`src/rtl/sces_pkg.sv`:
```
`timescale 1ns / 1ps

package sces_pkg;

    // default build widths
    localparam int SAMPLE_BITS_DEF = 10;
    localparam int COUNT_BITS_DEF  = 16;

    // fixed field widths
    localparam int TS_W    = 32;
    localparam int SPEED_W = 24;
    localparam int CONV_W  = 8;
    localparam int POLL_W  = 16;
    localparam int CFG_W   = 16;
    localparam int CFG_IDX_W = 1;

    // register indexes
    localparam logic [CFG_IDX_W-1:0] REG_POLL_INTERVAL = 1'b0;
    localparam logic [CFG_IDX_W-1:0] REG_STEPS_CONV    = 1'b1;

    // register reset values
    localparam logic [POLL_W-1:0] POLL_INTERVAL_RST = 16'd250;
    localparam logic [CONV_W-1:0] STEPS_CONV_RST    = 8'd33;

    localparam logic [SPEED_W-1:0] SPEED_MAX = 24'hFF_FFFF;

    // control from the sequencer to the calibration front end
    typedef struct packed {
        logic step;
        logic use_sample;
        logic clear_count;
    } sces_calib_ctrl_t;

    // trigger status back to the sequencer
    typedef struct packed {
        logic level;
        logic rising;
    } sces_calib_flags_t;

endpackage

```
`src/rtl/sces_if.sv`:
```
`timescale 1ns / 1ps

interface sces_in_if #(
    parameter int SAMPLE_BITS = 10
);
    logic                   valid;
    logic                   ready;
    logic                   func;
    logic [SAMPLE_BITS-1:0] sample;
    logic [31:0]            timestamp;

    modport source (output valid, func, sample, timestamp, input ready);
    modport sink   (input valid, func, sample, timestamp, output ready);
endinterface

interface sces_out_if #(
    parameter int SAMPLE_BITS = 10,
    parameter int COUNT_BITS  = 16
);
    logic                   valid;
    logic                   ready;
    logic                   level_high;
    logic                   rising_edge;
    logic [COUNT_BITS-1:0]  edge_count;
    logic [23:0]            speed;
    logic                   speed_updated;
    logic [SAMPLE_BITS-1:0] min_seen;
    logic [SAMPLE_BITS-1:0] max_seen;

    modport source (output valid, level_high, rising_edge, edge_count, speed,
                    speed_updated, min_seen, max_seen, input ready);
    modport sink   (input valid, level_high, rising_edge, edge_count, speed,
                    speed_updated, min_seen, max_seen, output ready);
endinterface

```
`src/rtl/self_calibrating_encoder_speed_top.sv`:
```
`timescale 1ns / 1ps

// channel  | modport | role                                   | transaction when
// ---------+---------+----------------------------------------+-------------------
// in_ch    | sink    | func, sample, timestamp                | valid && ready
// out_ch   | source  | level, edge, count, speed, range       | valid && ready
// cfg      | write   | cfg_we / cfg_index / cfg_data          | cfg_we high
//
// one item at a time: accept, the elapsed-time test, then the result is
// loaded into the output register. when the poll interval has passed, the
// serial speed unit comes in between: shift-add for the product, restoring
// division, saturation and its registered done flag, in that order.
// rst_n is asynchronous and returns the calibration to mid-scale.
// a stalled output only holds the sequencer once the next result is ready.
module self_calibrating_encoder_speed_top
    import sces_pkg::*;
#(
    parameter int SAMPLE_BITS = SAMPLE_BITS_DEF,
    parameter int COUNT_BITS  = COUNT_BITS_DEF
) (
    input  logic                 clk,
    input  logic                 rst_n,
    input  logic                 cfg_we,
    input  logic [CFG_IDX_W-1:0] cfg_index,
    input  logic [CFG_W-1:0]     cfg_data,
    sces_in_if.sink              in_ch,
    sces_out_if.source           out_ch
);

    typedef enum logic [3:0] {
        ST_IDLE = 4'b0001,
        ST_EVAL = 4'b0010,
        ST_CALC = 4'b0100,
        ST_OUT  = 4'b1000
    } st_t;

    st_t                    state_reg, state_next;

    // configuration registers
    logic [POLL_W-1:0]      poll_reg;
    logic [CONV_W-1:0]      conv_reg;

    // timing state
    logic [TS_W-1:0]        now_reg, now_next;
    logic [TS_W-1:0]        last_poll_reg, last_poll_next;
    logic                   upd_reg, upd_next;

    // output register
    logic                   out_valid_reg, out_valid_next;
    logic                   out_level_reg, out_rising_reg, out_upd_reg;
    logic [COUNT_BITS-1:0]  out_count_reg;
    logic [SPEED_W-1:0]     out_speed_reg;
    logic [SAMPLE_BITS-1:0] out_min_reg, out_max_reg;

    logic                   in_acc;
    logic                   out_load;
    logic [TS_W-1:0]        elapsed;
    logic                   interval_passed;
    logic                   spd_start;
    logic                   spd_done;
    logic [SPEED_W-1:0]     spd_speed;

    sces_calib_ctrl_t       cal_ctrl;
    sces_calib_flags_t      cal_flags;
    logic [COUNT_BITS-1:0]  cal_count;
    logic [SAMPLE_BITS-1:0] cal_min, cal_max;

    assign in_ch.ready = (state_reg == ST_IDLE);
    assign in_acc      = in_ch.valid && in_ch.ready;

    // elapsed time wraps modulo 2^32
    assign elapsed         = now_reg - last_poll_reg;
    assign interval_passed = elapsed > {{(TS_W - POLL_W){1'b0}}, poll_reg};
    assign spd_start       = (state_reg == ST_EVAL) && interval_passed;

    // output register loads when empty or being drained
    assign out_load = (state_reg == ST_OUT) && (!out_valid_reg || out_ch.ready);

    assign cal_ctrl.step        = in_acc;
    assign cal_ctrl.use_sample  = in_ch.func;
    assign cal_ctrl.clear_count = spd_start;

    sces_calib #(
        .SAMPLE_BITS (SAMPLE_BITS),
        .COUNT_BITS  (COUNT_BITS)
    ) u_calib (
        .clk      (clk),
        .rst_n    (rst_n),
        .ctrl     (cal_ctrl),
        .sample   (in_ch.sample),
        .flags    (cal_flags),
        .count    (cal_count),
        .min_seen (cal_min),
        .max_seen (cal_max)
    );

    // count captured at start, before the clear lands
    sces_speed #(
        .COUNT_BITS (COUNT_BITS)
    ) u_speed (
        .clk     (clk),
        .rst_n   (rst_n),
        .start   (spd_start),
        .count   (cal_count),
        .conv    (conv_reg),
        .divisor (elapsed),
        .done    (spd_done),
        .speed   (spd_speed)
    );

    // sequencer
    always_comb
    begin
        state_next     = state_reg;
        now_next       = now_reg;
        last_poll_next = last_poll_reg;
        upd_next       = upd_reg;
        out_valid_next = out_valid_reg;

        if (out_ch.ready)
        begin
            out_valid_next = 1'b0;
        end

        case (state_reg)
            ST_IDLE:
            begin
                if (in_acc)
                begin
                    now_next   = in_ch.timestamp;
                    state_next = ST_EVAL;
                end
            end
            ST_EVAL:
            begin
                upd_next = interval_passed;
                if (interval_passed)
                begin
                    last_poll_next = now_reg;
                    state_next     = ST_CALC;
                end
                else
                begin
                    state_next = ST_OUT;
                end
            end
            ST_CALC:
            begin
                if (spd_done)
                begin
                    state_next = ST_OUT;
                end
            end
            ST_OUT:
            begin
                if (out_load)
                begin
                    out_valid_next = 1'b1;
                    state_next     = ST_IDLE;
                end
            end
            default:
            begin
                state_next = ST_IDLE;
            end
        endcase
    end

    always_ff @(posedge clk or negedge rst_n)
    begin
        if (!rst_n)
        begin
            state_reg     <= ST_IDLE;
            last_poll_reg <= '0;
            upd_reg       <= 1'b0;
            out_valid_reg <= 1'b0;
            poll_reg      <= POLL_INTERVAL_RST;
            conv_reg      <= STEPS_CONV_RST;
        end
        else
        begin
            state_reg     <= state_next;
            last_poll_reg <= last_poll_next;
            upd_reg       <= upd_next;
            out_valid_reg <= out_valid_next;
            if (cfg_we)
            begin
                case (cfg_index)
                    REG_POLL_INTERVAL: poll_reg <= cfg_data[POLL_W-1:0];
                    REG_STEPS_CONV:    conv_reg <= cfg_data[CONV_W-1:0];
                    default:           ;
                endcase
            end
        end
    end

    // payload registers
    always_ff @(posedge clk)
    begin
        now_reg <= now_next;
        if (out_load)
        begin
            out_level_reg  <= cal_flags.level;
            out_rising_reg <= cal_flags.rising;
            out_count_reg  <= cal_count;
            out_speed_reg  <= spd_speed;
            out_upd_reg    <= upd_reg;
            out_min_reg    <= cal_min;
            out_max_reg    <= cal_max;
        end
    end

    assign out_ch.valid         = out_valid_reg;
    assign out_ch.level_high    = out_level_reg;
    assign out_ch.rising_edge   = out_rising_reg;
    assign out_ch.edge_count    = out_count_reg;
    assign out_ch.speed         = out_speed_reg;
    assign out_ch.speed_updated = out_upd_reg;
    assign out_ch.min_seen      = out_min_reg;
    assign out_ch.max_seen      = out_max_reg;

    // the speed unit only finishes while the sequencer waits on it
    a_done_in_calc: assert property (@(posedge clk) disable iff (!rst_n)
        spd_done |-> (state_reg == ST_CALC))
        else $error("speed unit finished outside the calculation phase");

    // a speed update always reports a cleared edge count
    a_clear_on_update: assert property (@(posedge clk) disable iff (!rst_n)
        (out_load && upd_reg) |=> (out_ch.edge_count == '0))
        else $error("edge count not cleared on speed update");

    // an accepted transaction goes straight to the elapsed-time test
    a_accept_to_eval: assert property (@(posedge clk) disable iff (!rst_n)
        in_acc |=> (state_reg == ST_EVAL))
        else $error("sequencer skipped the elapsed-time test");

endmodule

```
`src/rtl/sces_calib.sv`:
```
`timescale 1ns / 1ps

module sces_calib
    import sces_pkg::*;
#(
    parameter int SAMPLE_BITS = SAMPLE_BITS_DEF,
    parameter int COUNT_BITS  = COUNT_BITS_DEF
) (
    input  logic                   clk,
    input  logic                   rst_n,
    input  sces_calib_ctrl_t       ctrl,
    input  logic [SAMPLE_BITS-1:0] sample,
    output sces_calib_flags_t      flags,
    output logic [COUNT_BITS-1:0]  count,
    output logic [SAMPLE_BITS-1:0] min_seen,
    output logic [SAMPLE_BITS-1:0] max_seen
);

    localparam logic [SAMPLE_BITS-1:0] MID_RST  = SAMPLE_BITS'(1) << (SAMPLE_BITS - 1);
    localparam logic [SAMPLE_BITS-1:0] HYST_RST = SAMPLE_BITS'(1) << (SAMPLE_BITS - 3);

    logic [SAMPLE_BITS-1:0] max_reg, max_next;
    logic [SAMPLE_BITS-1:0] min_reg, min_next;
    logic [SAMPLE_BITS-1:0] mid_reg, mid_next;
    logic [SAMPLE_BITS-1:0] hyst_reg, hyst_next;
    logic                   level_reg, level_next;
    logic                   rising_reg, rising_next;
    logic [COUNT_BITS-1:0]  count_reg, count_next;

    logic                   shift;
    logic [SAMPLE_BITS:0]   span_sum;
    logic [SAMPLE_BITS-1:0] mid_calc, hyst_calc, mid_use, hyst_use;
    logic [SAMPLE_BITS:0]   hi_th, low_sum;
    logic                   above, below, lvl_new, rise;

    always_comb
    begin
        max_next    = max_reg;
        min_next    = min_reg;
        mid_next    = mid_reg;
        hyst_next   = hyst_reg;
        level_next  = level_reg;
        rising_next = rising_reg;
        count_next  = count_reg;

        // widen the running range
        shift    = (sample > max_reg) || (sample < min_reg);
        span_sum = {1'b0, (sample < min_reg) ? sample : min_reg}
                 + {1'b0, (sample > max_reg) ? sample : max_reg};
        mid_calc = span_sum[SAMPLE_BITS:1];
        if (((sample > max_reg) ? sample : max_reg) >= mid_calc)
        begin
            hyst_calc = SAMPLE_BITS'((((sample > max_reg) ? sample : max_reg)
                                      - mid_calc) >> 1);
        end
        else
        begin
            hyst_calc = '0;
        end
        mid_use  = shift ? mid_calc  : mid_reg;
        hyst_use = shift ? hyst_calc : hyst_reg;

        // schmitt thresholds, kept unsigned by moving hyst across
        hi_th   = {1'b0, mid_use} + {1'b0, hyst_use};
        low_sum = {1'b0, sample} + {1'b0, hyst_use};
        above   = {1'b0, sample} > hi_th;
        below   = low_sum < {1'b0, mid_use};
        lvl_new = below ? 1'b0 : (above ? 1'b1 : level_reg);
        rise    = lvl_new && !level_reg;

        if (ctrl.step)
        begin
            rising_next = 1'b0;
            if (ctrl.use_sample)
            begin
                max_next    = (sample > max_reg) ? sample : max_reg;
                min_next    = (sample < min_reg) ? sample : min_reg;
                mid_next    = mid_use;
                hyst_next   = hyst_use;
                level_next  = lvl_new;
                rising_next = rise;
                if (rise && (count_reg != {COUNT_BITS{1'b1}}))
                begin
                    count_next = count_reg + COUNT_BITS'(1);
                end
            end
        end
        if (ctrl.clear_count)
        begin
            count_next = '0;
        end
    end

    always_ff @(posedge clk or negedge rst_n)
    begin
        if (!rst_n)
        begin
            max_reg    <= '0;
            min_reg    <= '1;
            mid_reg    <= MID_RST;
            hyst_reg   <= HYST_RST;
            level_reg  <= 1'b0;
            rising_reg <= 1'b0;
            count_reg  <= '0;
        end
        else
        begin
            max_reg    <= max_next;
            min_reg    <= min_next;
            mid_reg    <= mid_next;
            hyst_reg   <= hyst_next;
            level_reg  <= level_next;
            rising_reg <= rising_next;
            count_reg  <= count_next;
        end
    end

    assign flags.level  = level_reg;
    assign flags.rising = rising_reg;
    assign count        = count_reg;
    assign min_seen     = min_reg;
    assign max_seen     = max_reg;

endmodule

```
`src/rtl/sces_speed.sv`:
```
`timescale 1ns / 1ps

module sces_speed
    import sces_pkg::*;
#(
    parameter int COUNT_BITS = COUNT_BITS_DEF
) (
    input  logic                  clk,
    input  logic                  rst_n,
    input  logic                  start,
    input  logic [COUNT_BITS-1:0] count,
    input  logic [CONV_W-1:0]     conv,
    input  logic [TS_W-1:0]       divisor,
    output logic                  done,
    output logic [SPEED_W-1:0]    speed
);

    localparam int PW     = COUNT_BITS + CONV_W;
    localparam int STEP_W = $clog2(PW + 1);
    localparam logic [PW+SPEED_W-1:0] SAT_LIM = (PW + SPEED_W)'(SPEED_MAX);

    typedef enum logic [3:0] {
        SP_IDLE = 4'b0001,
        SP_MUL  = 4'b0010,
        SP_DIV  = 4'b0100,
        SP_SAT  = 4'b1000
    } sp_state_t;

    sp_state_t             state_reg, state_next;
    logic [STEP_W-1:0]     step_reg, step_next;
    logic [CONV_W-1:0]     conv_reg, conv_next;
    logic [COUNT_BITS-1:0] cnt_reg, cnt_next;
    logic [TS_W-1:0]       div_reg, div_next;
    logic [TS_W-1:0]       rem_reg, rem_next;
    logic [PW-1:0]         dq_reg, dq_next;
    logic [SPEED_W-1:0]    speed_reg, speed_next;
    logic                  done_reg, done_next;

    logic [TS_W:0]         rem_sh, rem_sub;
    logic                  ge;
    logic [PW+SPEED_W-1:0] q_ext;

    always_comb
    begin
        state_next = state_reg;
        step_next  = step_reg;
        conv_next  = conv_reg;
        cnt_next   = cnt_reg;
        div_next   = div_reg;
        rem_next   = rem_reg;
        dq_next    = dq_reg;
        speed_next = speed_reg;
        done_next  = 1'b0;

        // one restoring division digit
        rem_sh  = {rem_reg, dq_reg[PW-1]};
        rem_sub = rem_sh - {1'b0, div_reg};
        ge      = rem_sh >= {1'b0, div_reg};
        q_ext   = {{SPEED_W{1'b0}}, dq_reg};

        case (state_reg)
            SP_IDLE:
            begin
                if (start)
                begin
                    conv_next  = conv;
                    cnt_next   = count;
                    div_next   = divisor;
                    rem_next   = '0;
                    dq_next    = '0;
                    step_next  = '0;
                    state_next = SP_MUL;
                end
            end
            SP_MUL:
            begin
                // shift-add, conversion factor msb first
                dq_next   = {dq_reg[PW-2:0], 1'b0}
                          + (conv_reg[CONV_W-1] ? {{CONV_W{1'b0}}, cnt_reg} : {PW{1'b0}});
                conv_next = {conv_reg[CONV_W-2:0], 1'b0};
                step_next = step_reg + STEP_W'(1);
                if (step_reg == STEP_W'(CONV_W - 1))
                begin
                    step_next  = '0;
                    state_next = SP_DIV;
                end
            end
            SP_DIV:
            begin
                rem_next  = ge ? rem_sub[TS_W-1:0] : rem_sh[TS_W-1:0];
                dq_next   = {dq_reg[PW-2:0], ge};
                step_next = step_reg + STEP_W'(1);
                if (step_reg == STEP_W'(PW - 1))
                begin
                    state_next = SP_SAT;
                end
            end
            SP_SAT:
            begin
                speed_next = (q_ext > SAT_LIM) ? SPEED_MAX : dq_reg[SPEED_W-1:0];
                done_next  = 1'b1;
                state_next = SP_IDLE;
            end
            default:
            begin
                state_next = SP_IDLE;
            end
        endcase
    end

    always_ff @(posedge clk or negedge rst_n)
    begin
        if (!rst_n)
        begin
            state_reg <= SP_IDLE;
            step_reg  <= '0;
            speed_reg <= '0;
            done_reg  <= 1'b0;
        end
        else
        begin
            state_reg <= state_next;
            step_reg  <= step_next;
            speed_reg <= speed_next;
            done_reg  <= done_next;
        end
    end

    always_ff @(posedge clk)
    begin
        conv_reg <= conv_next;
        cnt_reg  <= cnt_next;
        div_reg  <= div_next;
        rem_reg  <= rem_next;
        dq_reg   <= dq_next;
    end

    assign done  = done_reg;
    assign speed = speed_reg;

endmodule

```
`src/flat_wrapper.sv`:
```
// flat-port wrapper written by rule: the top's interface ports become plain ports
module self_calibrating_encoder_speed_top_flat import sces_pkg::*;
#(
    parameter int SAMPLE_BITS = SAMPLE_BITS_DEF,
    parameter int COUNT_BITS  = COUNT_BITS_DEF
)
  (clk, rst_n, cfg_we, cfg_index, cfg_data, in_ch_valid, in_ch_func, in_ch_sample, in_ch_timestamp, in_ch_ready, out_ch_valid, out_ch_level_high, out_ch_rising_edge, out_ch_edge_count, out_ch_speed, out_ch_speed_updated, out_ch_min_seen, out_ch_max_seen, out_ch_ready);
  sces_in_if #(.SAMPLE_BITS(SAMPLE_BITS)) in_ch_i ();
  sces_out_if #(.SAMPLE_BITS(SAMPLE_BITS), .COUNT_BITS(COUNT_BITS)) out_ch_i ();
  input  logic clk;
  input  logic rst_n;
  input  logic cfg_we;
  input  logic [CFG_IDX_W-1:0] cfg_index;
  input  logic [CFG_W-1:0] cfg_data;
  input wire logic [$bits(in_ch_i.valid)-1:0] in_ch_valid;
  input wire logic [$bits(in_ch_i.func)-1:0] in_ch_func;
  input wire logic [$bits(in_ch_i.sample)-1:0] in_ch_sample;
  input wire logic [$bits(in_ch_i.timestamp)-1:0] in_ch_timestamp;
  output wire logic [$bits(in_ch_i.ready)-1:0] in_ch_ready;
  output wire logic [$bits(out_ch_i.valid)-1:0] out_ch_valid;
  output wire logic [$bits(out_ch_i.level_high)-1:0] out_ch_level_high;
  output wire logic [$bits(out_ch_i.rising_edge)-1:0] out_ch_rising_edge;
  output wire logic [$bits(out_ch_i.edge_count)-1:0] out_ch_edge_count;
  output wire logic [$bits(out_ch_i.speed)-1:0] out_ch_speed;
  output wire logic [$bits(out_ch_i.speed_updated)-1:0] out_ch_speed_updated;
  output wire logic [$bits(out_ch_i.min_seen)-1:0] out_ch_min_seen;
  output wire logic [$bits(out_ch_i.max_seen)-1:0] out_ch_max_seen;
  input wire logic [$bits(out_ch_i.ready)-1:0] out_ch_ready;
  assign in_ch_i.valid = in_ch_valid;
  assign in_ch_i.func = in_ch_func;
  assign in_ch_i.sample = in_ch_sample;
  assign in_ch_i.timestamp = in_ch_timestamp;
  assign in_ch_ready = in_ch_i.ready;
  assign out_ch_valid = out_ch_i.valid;
  assign out_ch_level_high = out_ch_i.level_high;
  assign out_ch_rising_edge = out_ch_i.rising_edge;
  assign out_ch_edge_count = out_ch_i.edge_count;
  assign out_ch_speed = out_ch_i.speed;
  assign out_ch_speed_updated = out_ch_i.speed_updated;
  assign out_ch_min_seen = out_ch_i.min_seen;
  assign out_ch_max_seen = out_ch_i.max_seen;
  assign out_ch_i.ready = out_ch_ready;
  self_calibrating_encoder_speed_top #(.SAMPLE_BITS(SAMPLE_BITS), .COUNT_BITS(COUNT_BITS)) u_core (.clk(clk), .rst_n(rst_n), .cfg_we(cfg_we), .cfg_index(cfg_index), .cfg_data(cfg_data), .in_ch(in_ch_i), .out_ch(out_ch_i));
endmodule
```
`config.mk`:
```
export PLATFORM = sky130hd
export DESIGN_NAME = self_calibrating_encoder_speed_top_flat
export DESIGN_NICKNAME = d
export VERILOG_FILES = /design/src/rtl/sces_pkg.sv /design/src/rtl/sces_if.sv /design/src/rtl/self_calibrating_encoder_speed_top.sv /design/src/rtl/sces_calib.sv /design/src/rtl/sces_speed.sv /design/src/flat_wrapper.sv
export SDC_FILE = /design/constraint.sdc
export NUM_CORES = 1
export LEC_CHECK = 0
export BUFFER_PORTS_ARGS = -buffer_cell sky130_fd_sc_hd__buf_2
export CAP_MARGIN = 20
export CORE_ASPECT_RATIO = 1.75
export CORE_MARGIN = 8
export CORE_UTILIZATION = 30
export DETAILED_ROUTE_END_ITERATION = 10
export SLEW_MARGIN = 20
export SYNTH_ARGS = -nofsm -noshare
export SYNTH_HDL_FRONTEND = slang
export SYNTH_HIERARCHICAL = 1
export SYNTH_SLANG_ARGS = --single-unit
export TNS_END_PERCENT = 50
```
`constraint.sdc`:
```
create_clock -name clk -period 17 [get_ports clk]
set_input_delay 1.7 -clock clk [delete_from_list [all_inputs] [get_ports clk]]
set_output_delay 1.7 -clock clk [all_outputs]
set_load 0.01 [all_outputs]
```
==> impl_metrics.toml <==
[hold_path]
hold_path.class = "register to register"
hold_start = "u_core/u_speed/speed[21]"
holdPathStages = 0
holdPathEnd = "u_core/out_ch.speed[21]"

[place]
place_inst = 3141
gp_congestion = 0.908
io_buffers = 129
dp_hpwl_mm = 48.2

[synth]
avgSynthCellArea_um2 = 10.3
ys_types = 93
synthArstFlopShare_pct = 42.7
synth_edf_count = 207
synth-seq-cells = 361
mappedNetlistArea_mm2 = 0.0220
synth-seq-area-share_pct = 45.8
yosys_warnings = 6
synthesis.nets = 2369
synth_ff_type = "edfxtp_1"
syn-instance-count = 2133

[worst_setup_path]
ff2ff_setup_slack_ps = 5940
path_class = "input pin to register"
start_kind = "input pin"
r2r_start = "u_core/u_calib/max_seen[1]"
path_common_cell = "ha_1"
reg2reg_depth = 42
worst_setup_path_end_kind = "register"
slowest_stage = "a2111o_1"
crit_fanout = 19
reg2reg_to = "u_core/u_calib/count[13]"
arrival_ps = 12190
cpPeakStageDelay_ps = 650
crit_required_ps = 17420

[layout]
antennaDiodeCount = 0
drive_gt1_share_pct = 15.1
fin_cells = 3213
final_cell_mix = "nand2_1 (208), edfxtp_1 (207), ha_1 (166), inv_1 (158), nor2_1 (139)"
mostFrequentLayoutCell = "nand2_1"
nFillCells = 7392
area_delta_synth_final_pct = 13.5
num-nets-final = 2487

[global_routing]
first_global_vias = 17300
antenna_found_initial = 2
grtUsageTotal_pct = 14.7
grt_pass1_wl_mm = 97.2
grt_max_degree = 62
grt-ovfl-total = 0

[status]
status = "completed"

[clock_tree]
root_buffer = "clkbuf_16"
cts_inserted_buffers = 39
clk_pin_slew_worst_paths_ps = 60
cts-resized-gates = 0
clk_latency_ps = 580
postCtsSetupBuffers = 0
cts_tree = "yes"
cts.sinks = 361
h-tree-depth = 2
ctsHoldBuffers = 0
cts_buffer_depth = 3

[floorplanning]
die_y_um = 375
ioPinCount = 130
die_area_mm2 = 0.0828
rows = 131
core_mm2 = 0.0728
start_util_pct = 30.3
die_w_um = 221

[timing]
clock_skew_ps = 29.9
max_slew_margin_pct = 32.7
finalSetupTns_ps = 0
hold_viol = 0
worst_pin_slew_ps = 1010
layout_worst_path_cycle_share_pct = 69.3
max_clock_freq_mhz = 84.9
drv_slew = 0
setup_viol = 0
period_needed_ps = 11770
rsz0062_at_grt = "no"

[route]
drtIter0Drc = 550
drt.antenna.violating_nets = 0
route.detailed.drc = 0
route.vias.total = 16600
avgRoutedWirePerCell_um = 19.5
dr.pass1.iters = 5
wl_mm = 62.8
vias_per_cell = 5.18

[run]
maxCapViolations = 0
==> how the worst max path moves through the flow <==
stage / to / cells after the start / startpoint / slack [ps]
3_3_place_gp: u_core/u_calib/count[15] / 42 / in_ch_sample[9] / 4930
3_5_place_dp: u_core/u_calib/count[10] / 43 / in_ch_sample[9] / 4830
6_report: u_core/u_calib/count[13] / 42 / in_ch_sample[7] / 5230
2_1_floorplan: u_core/u_calib/count[11] / 45 / in_ch_sample[3] / 6590
5_1_grt: u_core/u_calib/count[15] / 43 / in_ch_sample[7] / 4550
4_1_cts: u_core/u_calib/count[10] / 42 / in_ch_sample[9] / 5440
==> metal layers <==
layer	up-vias	part of all wire, %	global-route usage, %
li1	8030	-	-
met2	386	54	28.8
met1	8108	38	15.3
met3	116	3.4	1.98
met4	4	4.0	6.46
met5	-	0.048	0
==> synthesized netlist by cell type, types with 12 or more instances <==
cell type,count,area (µm²)
a21oi_1,138,691
and2_1,36,225
xnor2_1,72,631
mux2i_1,25,250
clkbuf_1,47,176
dfrtp_1,132,3300
nor2_1,140,526
a211oi_1,16,120
nand4_1,27,169
nand2_1,209,785
nor2b_1,17,106
ha_1,166,2080
and3_1,21,131
mux2_4,28,420
o21ai_0,130,651
o21a_1,33,248
nand3_1,38,190
a21o_1,51,383
edfxtp_1,207,6220
dfstp_2,22,578
a31oi_1,20,125
o211ai_1,12,90.1
o21bai_1,17,128
xor2_1,35,307
nor3_1,26,130
nand2b_1,24,150
inv_1,159,597
mux2_2,48,541
o31ai_1,20,150
==> area by class of cell <==
type	count	area, µm²	share of cell area (%)
multi-input combinational	1545	11100	44.3
sequential	361	10100	40.4
tap	931	1160	4.66
clock buffer	54	1070	4.29
timing repair buffer	144	764	3.06
inverter	160	602	2.41
clock inverter	18	219	0.875
==> kinds of logic (layout without fill, tap and decap cells) <==
logic type	count (synthesis)	after routing	synth area share (%)
adders and majority gates	171	171	9.88
xor gates and xnor gates	107	107	4.25
AOI/OAI and AO/OA	563	563	17.1
DFF	361	361	45.8
buffers and inverters	227	376	4.13
and+or+nand+nor	603	603	13.3
muxes	101	101	5.49
==> metrics by stage <==
stage | setup slack [ps] | util (%) | hold slack [ps] | instance area (µm²)
after CTS | 5440 | 34.4 | 449 | 25000
after floorplan | 6590 | - | 421 | 22000
after global routing | 4550 | 34.4 | 458 | 25000
final | 5230 | 34.4 | 445 | 25000
after global placement | 4930 | 32.6 | 432 | 23700
after detailed placement | 4830 | 32.6 | 436 | 23700
==> critical path: cells and delay by family <==
family | cells | cell delay, ps
AO/OA/AOI/OAI | 19 | 5480
AND/OR/NAND/NOR | 12 | 2340
adder cells (fa/ha/maj) | 6 | 1850
buffers and inverters | 3 | 490
XOR/XNOR | 1 | 160
multiplexers | 1 | 130
Power is left out: the tool's default activity adds up to more than one toggle a clock period on the data nets, which glitch-free logic cannot reach.
